`config.mk`:
```
export PLATFORM = sky130hd
export DESIGN_NAME = stsrch_ctrl
export DESIGN_NICKNAME = d
export VERILOG_FILES = /design/src/sv/stsrch_pkg.sv /design/src/sv/stsrch_ctrl.sv
export VERILOG_INCLUDE_DIRS = /design/src /design/src/sv
export SDC_FILE = /design/constraint.sdc
export NUM_CORES = 1
export LEC_CHECK = 0
export ABC_AREA = 1
export BUFFER_PORTS_ARGS = -buffer_cell sky130_fd_sc_hd__buf_2
export CORE_ASPECT_RATIO = 1.25
export CORE_MARGIN = 3
export CORE_UTILIZATION = 30
export DETAILED_ROUTE_END_ITERATION = 8
export GPL_TIMING_DRIVEN = 0
export PLACE_DENSITY = 0.59
export SYNTH_ARGS = -nofsm -noshare
export SYNTH_HDL_FRONTEND = slang
export SYNTH_SLANG_ARGS = --single-unit
export TNS_END_PERCENT = 20
```
`constraint.sdc`:
```
create_clock -name clk -period 4.9 [get_ports clk]
set_clock_uncertainty 0.1 [all_clocks]
set_input_delay 0.245 -clock clk [delete_from_list [all_inputs] [get_ports clk]]
set_output_delay 0.245 -clock clk [all_outputs]
set_load 0.01 [all_outputs]
```
`src/sv/sorted_table_insert_search_macros.svh`:
```
// Assertion helpers shared by the checking code of the sorted table block.
// Each macro samples on the rising edge of clk and is switched off while
// rst_n is low.
`ifndef SORTED_TABLE_INSERT_SEARCH_MACROS_SVH
`define SORTED_TABLE_INSERT_SEARCH_MACROS_SVH

// A property that must hold at every sampled clock edge.
`define STS_ASSERT(label, prop, msg) \
    label: assert property (@(posedge clk) disable iff (!rst_n) prop) else $error(msg);

// A condition that must never be seen at a sampled clock edge.
`define STS_FORBID(label, cond, msg) \
    label: assert property (@(posedge clk) disable iff (!rst_n) !(cond)) else $error(msg);

`endif

```
`src/sv/stsrch_pkg.sv`:
```
package stsrch_pkg;

    // Table geometry and field widths.
    localparam int TABLE_DEPTH = 256;
    localparam int ADDR_W      = $clog2(TABLE_DEPTH);
    localparam int CNT_W       = ADDR_W + 1;
    localparam int KEY_W       = 32;
    localparam int INDEX_W     = 8;
    localparam int POS_W       = 9;

    // Register port.
    localparam int PDATA_W     = 32;
    localparam int PADDR_W     = 3;
    localparam logic REG_ENTRY_COUNT = 1'b0;

    // Request kinds.
    typedef enum logic {
        REQ_WRITE  = 1'b0,
        REQ_SEARCH = 1'b1
    } req_t;

    // Search sequencer states.
    typedef enum logic [1:0] {
        ST_IDLE,
        ST_LOAD,
        ST_SEARCH,
        ST_DONE
    } state_t;

    // Write port and both read addresses of the key memory.
    typedef struct packed {
        logic              we;
        logic [ADDR_W-1:0] waddr;
        logic [KEY_W-1:0]  wdata;
        logic [ADDR_W-1:0] raddr_a;
        logic [ADDR_W-1:0] raddr_b;
    } mem_req_t;

    // One search answer.
    typedef struct packed {
        logic [POS_W-1:0] position;
        logic             found;
    } result_t;

endpackage

```
`src/sv/stsrch_ctrl.sv`:
```
`include "sorted_table_insert_search_macros.svh"

module stsrch_ctrl (
    input  logic                          clk,
    input  logic                          rst_n,
    input  logic                          in_valid,
    output logic                          in_stall,
    input  logic                          req_type,
    input  logic [stsrch_pkg::INDEX_W-1:0] entry_index,
    input  logic [stsrch_pkg::KEY_W-1:0]  entry_key,
    input  logic [stsrch_pkg::KEY_W-1:0]  search_key,
    input  logic [stsrch_pkg::CNT_W-1:0]  entry_count,
    output stsrch_pkg::mem_req_t          mem_req,
    input  logic [stsrch_pkg::KEY_W-1:0]  rdata_a,
    input  logic [stsrch_pkg::KEY_W-1:0]  rdata_b,
    output logic                          res_valid,
    output stsrch_pkg::result_t           res,
    input  logic                          res_take
);

    localparam int ADDR_W = stsrch_pkg::ADDR_W;
    localparam int CNT_W  = stsrch_pkg::CNT_W;
    localparam int KEY_W  = stsrch_pkg::KEY_W;
    localparam int POS_W  = stsrch_pkg::POS_W;

    stsrch_pkg::state_t  state_reg, state_next;
    logic [KEY_W-1:0]    key_reg, key_next;
    logic [ADDR_W-1:0]   base_reg, base_next;
    logic [CNT_W-1:0]    n_reg, n_next;
    logic [KEY_W-1:0]    first_key_reg, first_key_next;
    logic [KEY_W-1:0]    last_key_reg, last_key_next;
    logic                new_last_reg, new_last_next;
    stsrch_pkg::result_t res_reg, res_next;

    logic             accept;
    logic             is_search;
    logic [CNT_W-1:0] count_clamped;
    logic [KEY_W-1:0] last_k;
    logic [CNT_W-1:0] base_ext;
    logic [CNT_W-1:0] half;
    logic [CNT_W-1:0] upper_base;
    logic [CNT_W-1:0] upper_n;
    logic [CNT_W-1:0] lower_last;
    logic [CNT_W-1:0] lower_mid;
    logic [CNT_W-1:0] upper_mid;
    logic [CNT_W-1:0] idle_last;
    logic             go_lower;
    logic             search_done;
    logic [CNT_W-1:0] done_pos;
    logic             done_found;

    // Handshake and request decode.
    assign in_stall  = (state_reg != stsrch_pkg::ST_IDLE);
    assign accept    = in_valid && !in_stall;
    assign is_search = (req_type == stsrch_pkg::REQ_SEARCH);

    // Counts above the table depth search the whole table.
    assign count_clamped = (entry_count > CNT_W'(stsrch_pkg::TABLE_DEPTH)) ?
                           CNT_W'(stsrch_pkg::TABLE_DEPTH) : entry_count;
    assign idle_last     = count_clamped - CNT_W'(1);

    // Range arithmetic for the current step. The last key comes straight
    // from the read port when it was fetched for this step.
    assign last_k     = new_last_reg ? rdata_a : last_key_reg;
    assign base_ext   = {1'b0, base_reg};
    assign half       = n_reg >> 1;
    assign upper_base = base_ext + half;
    assign upper_n    = n_reg - half;
    assign lower_last = base_ext + half - CNT_W'(1);
    assign lower_mid  = base_ext + (half >> 1);
    assign upper_mid  = upper_base + (upper_n >> 1);
    assign go_lower   = (key_reg < rdata_b);

    // End tests of the current range, in the order the search makes them.
    always_comb
    begin
        search_done = 1'b1;
        done_pos    = base_ext;
        done_found  = 1'b0;
        if (key_reg <= first_key_reg)
        begin
            done_pos   = base_ext;
            done_found = (key_reg == first_key_reg);
        end
        else if (n_reg == CNT_W'(1))
        begin
            done_pos = base_ext + CNT_W'(1);
        end
        else if (key_reg > last_k)
        begin
            done_pos = base_ext + n_reg;
        end
        else if (key_reg == last_k)
        begin
            done_pos   = base_ext + n_reg - CNT_W'(1);
            done_found = 1'b1;
        end
        else if (n_reg == CNT_W'(2))
        begin
            done_pos = base_ext + CNT_W'(1);
        end
        else
        begin
            search_done = 1'b0;
        end
    end

    // Next state.
    always_comb
    begin
        state_next = state_reg;
        case (state_reg)
            stsrch_pkg::ST_IDLE:
            begin
                if (accept && is_search)
                begin
                    state_next = (count_clamped == '0) ? stsrch_pkg::ST_DONE
                                                       : stsrch_pkg::ST_LOAD;
                end
            end
            stsrch_pkg::ST_LOAD:
            begin
                state_next = stsrch_pkg::ST_SEARCH;
            end
            stsrch_pkg::ST_SEARCH:
            begin
                if (search_done)
                begin
                    state_next = stsrch_pkg::ST_DONE;
                end
            end
            stsrch_pkg::ST_DONE:
            begin
                if (res_take)
                begin
                    state_next = stsrch_pkg::ST_IDLE;
                end
            end
            default:
            begin
                state_next = stsrch_pkg::ST_IDLE;
            end
        endcase
    end

    // Datapath updates and memory requests for each state.
    always_comb
    begin
        key_next       = key_reg;
        base_next      = base_reg;
        n_next         = n_reg;
        first_key_next = first_key_reg;
        last_key_next  = last_key_reg;
        new_last_next  = new_last_reg;
        res_next       = res_reg;

        mem_req.we      = accept && !is_search;
        mem_req.waddr   = entry_index[ADDR_W-1:0];
        mem_req.wdata   = entry_key;
        mem_req.raddr_a = idle_last[ADDR_W-1:0];
        mem_req.raddr_b = '0;

        case (state_reg)
            stsrch_pkg::ST_IDLE:
            begin
                // Fetch the first and last entries as the search is taken.
                if (accept && is_search)
                begin
                    key_next      = search_key;
                    base_next     = '0;
                    n_next        = count_clamped;
                    new_last_next = 1'b0;
                    res_next      = '{position: '0, found: 1'b0};
                end
            end
            stsrch_pkg::ST_LOAD:
            begin
                // Latch both ends and fetch the middle entry.
                first_key_next  = rdata_b;
                last_key_next   = rdata_a;
                new_last_next   = 1'b0;
                mem_req.raddr_b = half[ADDR_W-1:0];
            end
            stsrch_pkg::ST_SEARCH:
            begin
                if (search_done)
                begin
                    res_next = '{position: done_pos[POS_W-1:0], found: done_found};
                end
                else
                begin
                    last_key_next = last_k;
                    if (go_lower)
                    begin
                        // Lower half keeps its first entry; fetch the new last one.
                        n_next          = half;
                        new_last_next   = 1'b1;
                        mem_req.raddr_a = lower_last[ADDR_W-1:0];
                        mem_req.raddr_b = lower_mid[ADDR_W-1:0];
                    end
                    else
                    begin
                        // Upper half starts at the middle entry just read.
                        base_next       = upper_base[ADDR_W-1:0];
                        n_next          = upper_n;
                        first_key_next  = rdata_b;
                        new_last_next   = 1'b0;
                        mem_req.raddr_b = upper_mid[ADDR_W-1:0];
                    end
                end
            end
            stsrch_pkg::ST_DONE:
            begin
                res_next = res_reg;
            end
            default:
            begin
                res_next = res_reg;
            end
        endcase
    end

    assign res_valid = (state_reg == stsrch_pkg::ST_DONE);
    assign res       = res_reg;

    // Control registers.
    always_ff @(posedge clk or negedge rst_n)
    begin
        if (!rst_n)
        begin
            state_reg <= stsrch_pkg::ST_IDLE;
        end
        else
        begin
            state_reg <= state_next;
        end
    end

    // Search datapath registers.
    always_ff @(posedge clk)
    begin
        key_reg       <= key_next;
        base_reg      <= base_next;
        n_reg         <= n_next;
        first_key_reg <= first_key_next;
        last_key_reg  <= last_key_next;
        new_last_reg  <= new_last_next;
        res_reg       <= res_next;
    end

    // Checks on the search sequencer.
    `STS_ASSERT(a_range_in_table,
        (state_reg == stsrch_pkg::ST_SEARCH) |->
        (n_reg != '0) && (base_ext + n_reg <= CNT_W'(stsrch_pkg::TABLE_DEPTH)),
        "search range is empty or runs past the table")
    `STS_ASSERT(a_range_shrinks,
        (state_reg == stsrch_pkg::ST_SEARCH) &&
        $past(state_reg == stsrch_pkg::ST_SEARCH) |-> (n_reg < $past(n_reg)),
        "search range did not shrink between steps")
    `STS_ASSERT(a_search_starts,
        (accept && is_search) |=>
        (state_reg == stsrch_pkg::ST_LOAD) || (state_reg == stsrch_pkg::ST_DONE),
        "accepted search did not start")
    `STS_ASSERT(a_result_held,
        (state_reg == stsrch_pkg::ST_DONE) && !res_take |=>
        (state_reg == stsrch_pkg::ST_DONE) && $stable(res_reg),
        "pending result changed before it was taken")
    `STS_FORBID(a_no_write_in_search,
        mem_req.we && (state_reg != stsrch_pkg::ST_IDLE),
        "table written while a search is running")

endmodule
```
==> summary.json <==
{
  "run_status": "finished clean",
  "die_area_um2": 37600,
  "power.density_cell_area_nw_per_um2": 593,
  "hold_path.startpoint": "rdata_a[2]",
  "area_of_all_placed_cells_without_fillers_um2": 13400,
  "max_cap_viol_count": 0,
  "total_switching_power_uw": 3670,
  "worstSetupPathType": "reg -> out",
  "worst_setup_path_start_kind": "flop",
  "dp_hpwl_um": 25100,
  "cts_made_buffers": 17,
  "grt_pass1_wl_um": 50100,
  "core-area_um2": 34600,
  "crit_buf_inv": 2,
  "netSwitchingFraction_pct": 46.1,
  "cp_slowest_cell": "edfxtp_1",
  "number_of_drc_violations_after_detailed_routing_iteration_0": 552,
  "clkLatencyLatePin_ns": 0.44,
  "detailed_place.area_um2": 12100,
  "num_io_pins": 219,
  "ys_seq_area_share_pct": 35.6,
  "die_w_um": 174,
  "ys_seq_elements": 126,
  "hold_ws_ns": 0.0229,
  "power_frac_comb_pct": 57.8,
  "vias_per_cell": 4.73,
  "hold-path-cell-count": 3,
  "post_layout_nonfiller_instances": 2029,
  "worst_slew_margin_relative_to_its_limit_pct": 33.1,
  "area_growth_syn_to_layout_pct": 26.7,
  "worst_r2r_path_depth": 16,
  "critical_path_arrival_ns": 4.09,
  "timing_worst_slew_pin_value_ns": 1.00,
  "yosys_warnings": 0,
  "routed-via-count": 9592,
  "ant_nets": 0,
  "fillers": 3542,
  "finalMaxSlewViolations": 0,
  "rsz0062_at_grt": "no",
  "grt_usage_pct": 16.8,
  "dp_cells": 1928,
  "finalCoreUtilization_pct": 38.8,
  "weighted_congestion_reported_at_the_end_of_routability_driven_placement": 0.871,
  "critical_path.reg2reg.endpoint": "first_key_reg[13]",
  "cts_num_sinks": 126,
  "worstHoldPathType": "in -> reg",
  "drt-total-wl_um": 31700,
  "yosys.cell_types.count": 46,
  "postCtsSetupRepairBufs": 0,
  "hold_viol": 0,
  "buffer_ports.inserted": 178,
  "finalCritPeriodShare_pct": 90.6,
  "power_uw": 7960,
  "drt_first_pass_iters": 5,
  "ir_drop_mv": 0.298,
  "worst-path-stages": 15,
  "clock_tree_from_tritoncts": "done",
  "r2r_slack_ns": 0.50,
  "synth-main-ff-cell": "edfxtp_1",
  "die_height_um": 216,
  "first_global_vias": 9669,
  "num_rows": 76,
  "clock_tree.htree_level_count": 4,
  "p_leak_uw": 0.00648,
  "crit_path_cell_trace": "ha_1, inv_1, fa_1, xnor2_1, ha_1, a21oi_1, nand2_1, a21oi_1, o21ai_0, xor2_1, nand2_1, nand2_1, nand3_1, a21oi_1, buf_2",
  "cp.required_ns": 4.55,
  "worstSetupEndpointType": "primary output",
  "cp_top_family": "adder cells",
  "timing.rr.start": "new_last_reg",
  "nNetsFinal": 1848,
  "antenna_violations_before_repair": 0,
  "asyncSetResetFlopFracSynth_pct": 1.59,
  "period_needed_ns": 4.44,
  "grt_start_max_net_pins": 35,
  "synthesis.instances": 1280,
  "clock-root-buffer": "clkbuf_16",
  "clock_tree.buffer_depth": 2,
  "drive_gt1_share_pct": 18.1,
  "setup_violations": 0,
  "power.share.clock_pct": 16.4,
  "synth_edf_count": 124,
  "start_util_pct": 30.6,
  "synth_net_count": 1580,
  "timing.fmax_mhz": 225,
  "pwr-share-seq_pct": 25.7,
  "clk_pin_slew_worst_paths_ns": 0.07,
  "critical_path_peak_fanout": 10,
  "internal_power_uw": 4290,
  "mappedNetlistArea_um2": 10600,
  "timing.critical_path.slowest_cell_delay_ns": 0.61,
  "detail_route.drc_violations": 0,
  "worstHoldEndpoint": "last_key_reg[2]",
  "num_antenna_cells": 0,
  "wl_per_cell_um": 15.6,
  "grt-ovfl-total": 0,
  "synth.avg_cell_area_um2": 8.28
}
==> per-stage QoR <==
stage          setup WS, ns  setup TNS, ns
2_1_floorplan         0.711              0
3_3_place_gp         -0.657         -40.95
3_5_place_dp          0.331              0
4_1_cts               0.311              0
5_1_grt               0.129              0
6_report              0.461              0
==> logic make-up (layout without fill, tap and decap cells) <==
kind of cell	count (synthesis)	after routing	share of synthesized area [%]
and+or+nand+nor	464	464	18.6
DFF	126	126	35.6
muxes	31	31	2.93
buffers and inverters	239	520	10.1
AOI/OAI and AO/OA	232	232	11.6
adders and majority gates	150	150	18.1
xor gates and xnor gates	38	38	3.14
==> final cells by class <==
type / instances / area [µm²] / area share [%]
Tap cell: 468 / 586 / 4.36
Clock inverter: 15 / 170 / 1.27
Multi-Input combinational cell: 915 / 5790 / 43.1
Timing Repair Buffer: 249 / 1620 / 12.1
Inverter: 173 / 649 / 4.84
Sequential cell: 126 / 3770 / 28.1
Buffer: 66 / 417 / 3.10
Clock buffer: 17 / 425 / 3.17
==> cell usage after synthesis (14+ instances only) <==
library cell	instances	area [µm²]
a21oi_1	110	551
buf_4	41	308
clkbuf_1	16	60.1
edfxtp_1	124	3720
ha_1	145	1810
inv_1	168	631
mux2i_1	31	310
nand2_1	271	1020
nand3_1	65	325
nand4_1	14	87.6
nor2_1	82	308
o21ai_0	84	420
xnor2_1	15	131
xor2_1	23	201
==> worst max path at each step <==
stage / start / endpoint / slack [ns]
3_5_place_dp: new_last_reg / base_reg[5] / 0.33
6_report: n_reg[1] / mem_req[5] / 0.46
5_1_grt: new_last_reg / first_key_reg[17] / 0.13
2_1_floorplan: new_last_reg / last_key_reg[0] / 0.71
3_3_place_gp: new_last_reg / first_key_reg[15] / -0.66
4_1_cts: new_last_reg / base_reg[3] / 0.31
==> timing repair <==
action | 4_1_cts | 5_1_grt
hold endpoints to repair | 70 | 0
gates resized for setup | 0 | 0
setup endpoints to repair | 0 | 0
hold buffers | 69 | 0
==> power by group through the flow <==
| stage | clock [µW] | sequential [µW] | combinational (µW) |
|---|---|---|---|
| global route | 1380 | 2100 | 5250 |
| detailed placement | 0 | 2080 | 4550 |
| global placement | 0 | 2090 | 4370 |
| finish | 1310 | 2050 | 4600 |
| floorplan | 0 | 2000 | 3250 |
| CTS | 1330 | 2060 | 4620 |
==> worst reg2reg max path, delay by kind of cell, from the launching register on <==
family	cells	cell delay (ns)
adder cells (fa/ha/maj)	1	0.28
AND/OR/NAND/NOR	10	2.06
flip-flops	1	0.31
buffers and inverters	4	1.04
multiplexers	1	0.30
==> layout by cell type (no fill, tap or decap), types with 7 or more instances in the layout <==
master / n
nand2_1: 271
buf_2: 184
inv_1: 168
ha_1: 145
edfxtp_1: 124
a21oi_1: 110
o21ai_0: 84
nor2_1: 81
dlygate4sd3_1: 69
nand3_1: 65
buf_4: 41
mux2i_1: 31
xor2_1: 23
clkbuf_16: 17
clkbuf_1: 16
xnor2_1: 15
nand4_1: 14
o21ai_1: 10
nor3_1: 7
o21a_1: 7
==> per-layer routing <==
layer / global-route usage (%) / vias up / routed length, µm
li1: - / 4834 / -
met1: 20.6 / 4449 / 13800
met2: 30.1 / 262 / 15700
met3: 2.51 / 47 / 1270
met4: 5.93 / 0 / 846
met5: 0 / - / 0
Note: power is estimated with default switching activity, not from simulation.
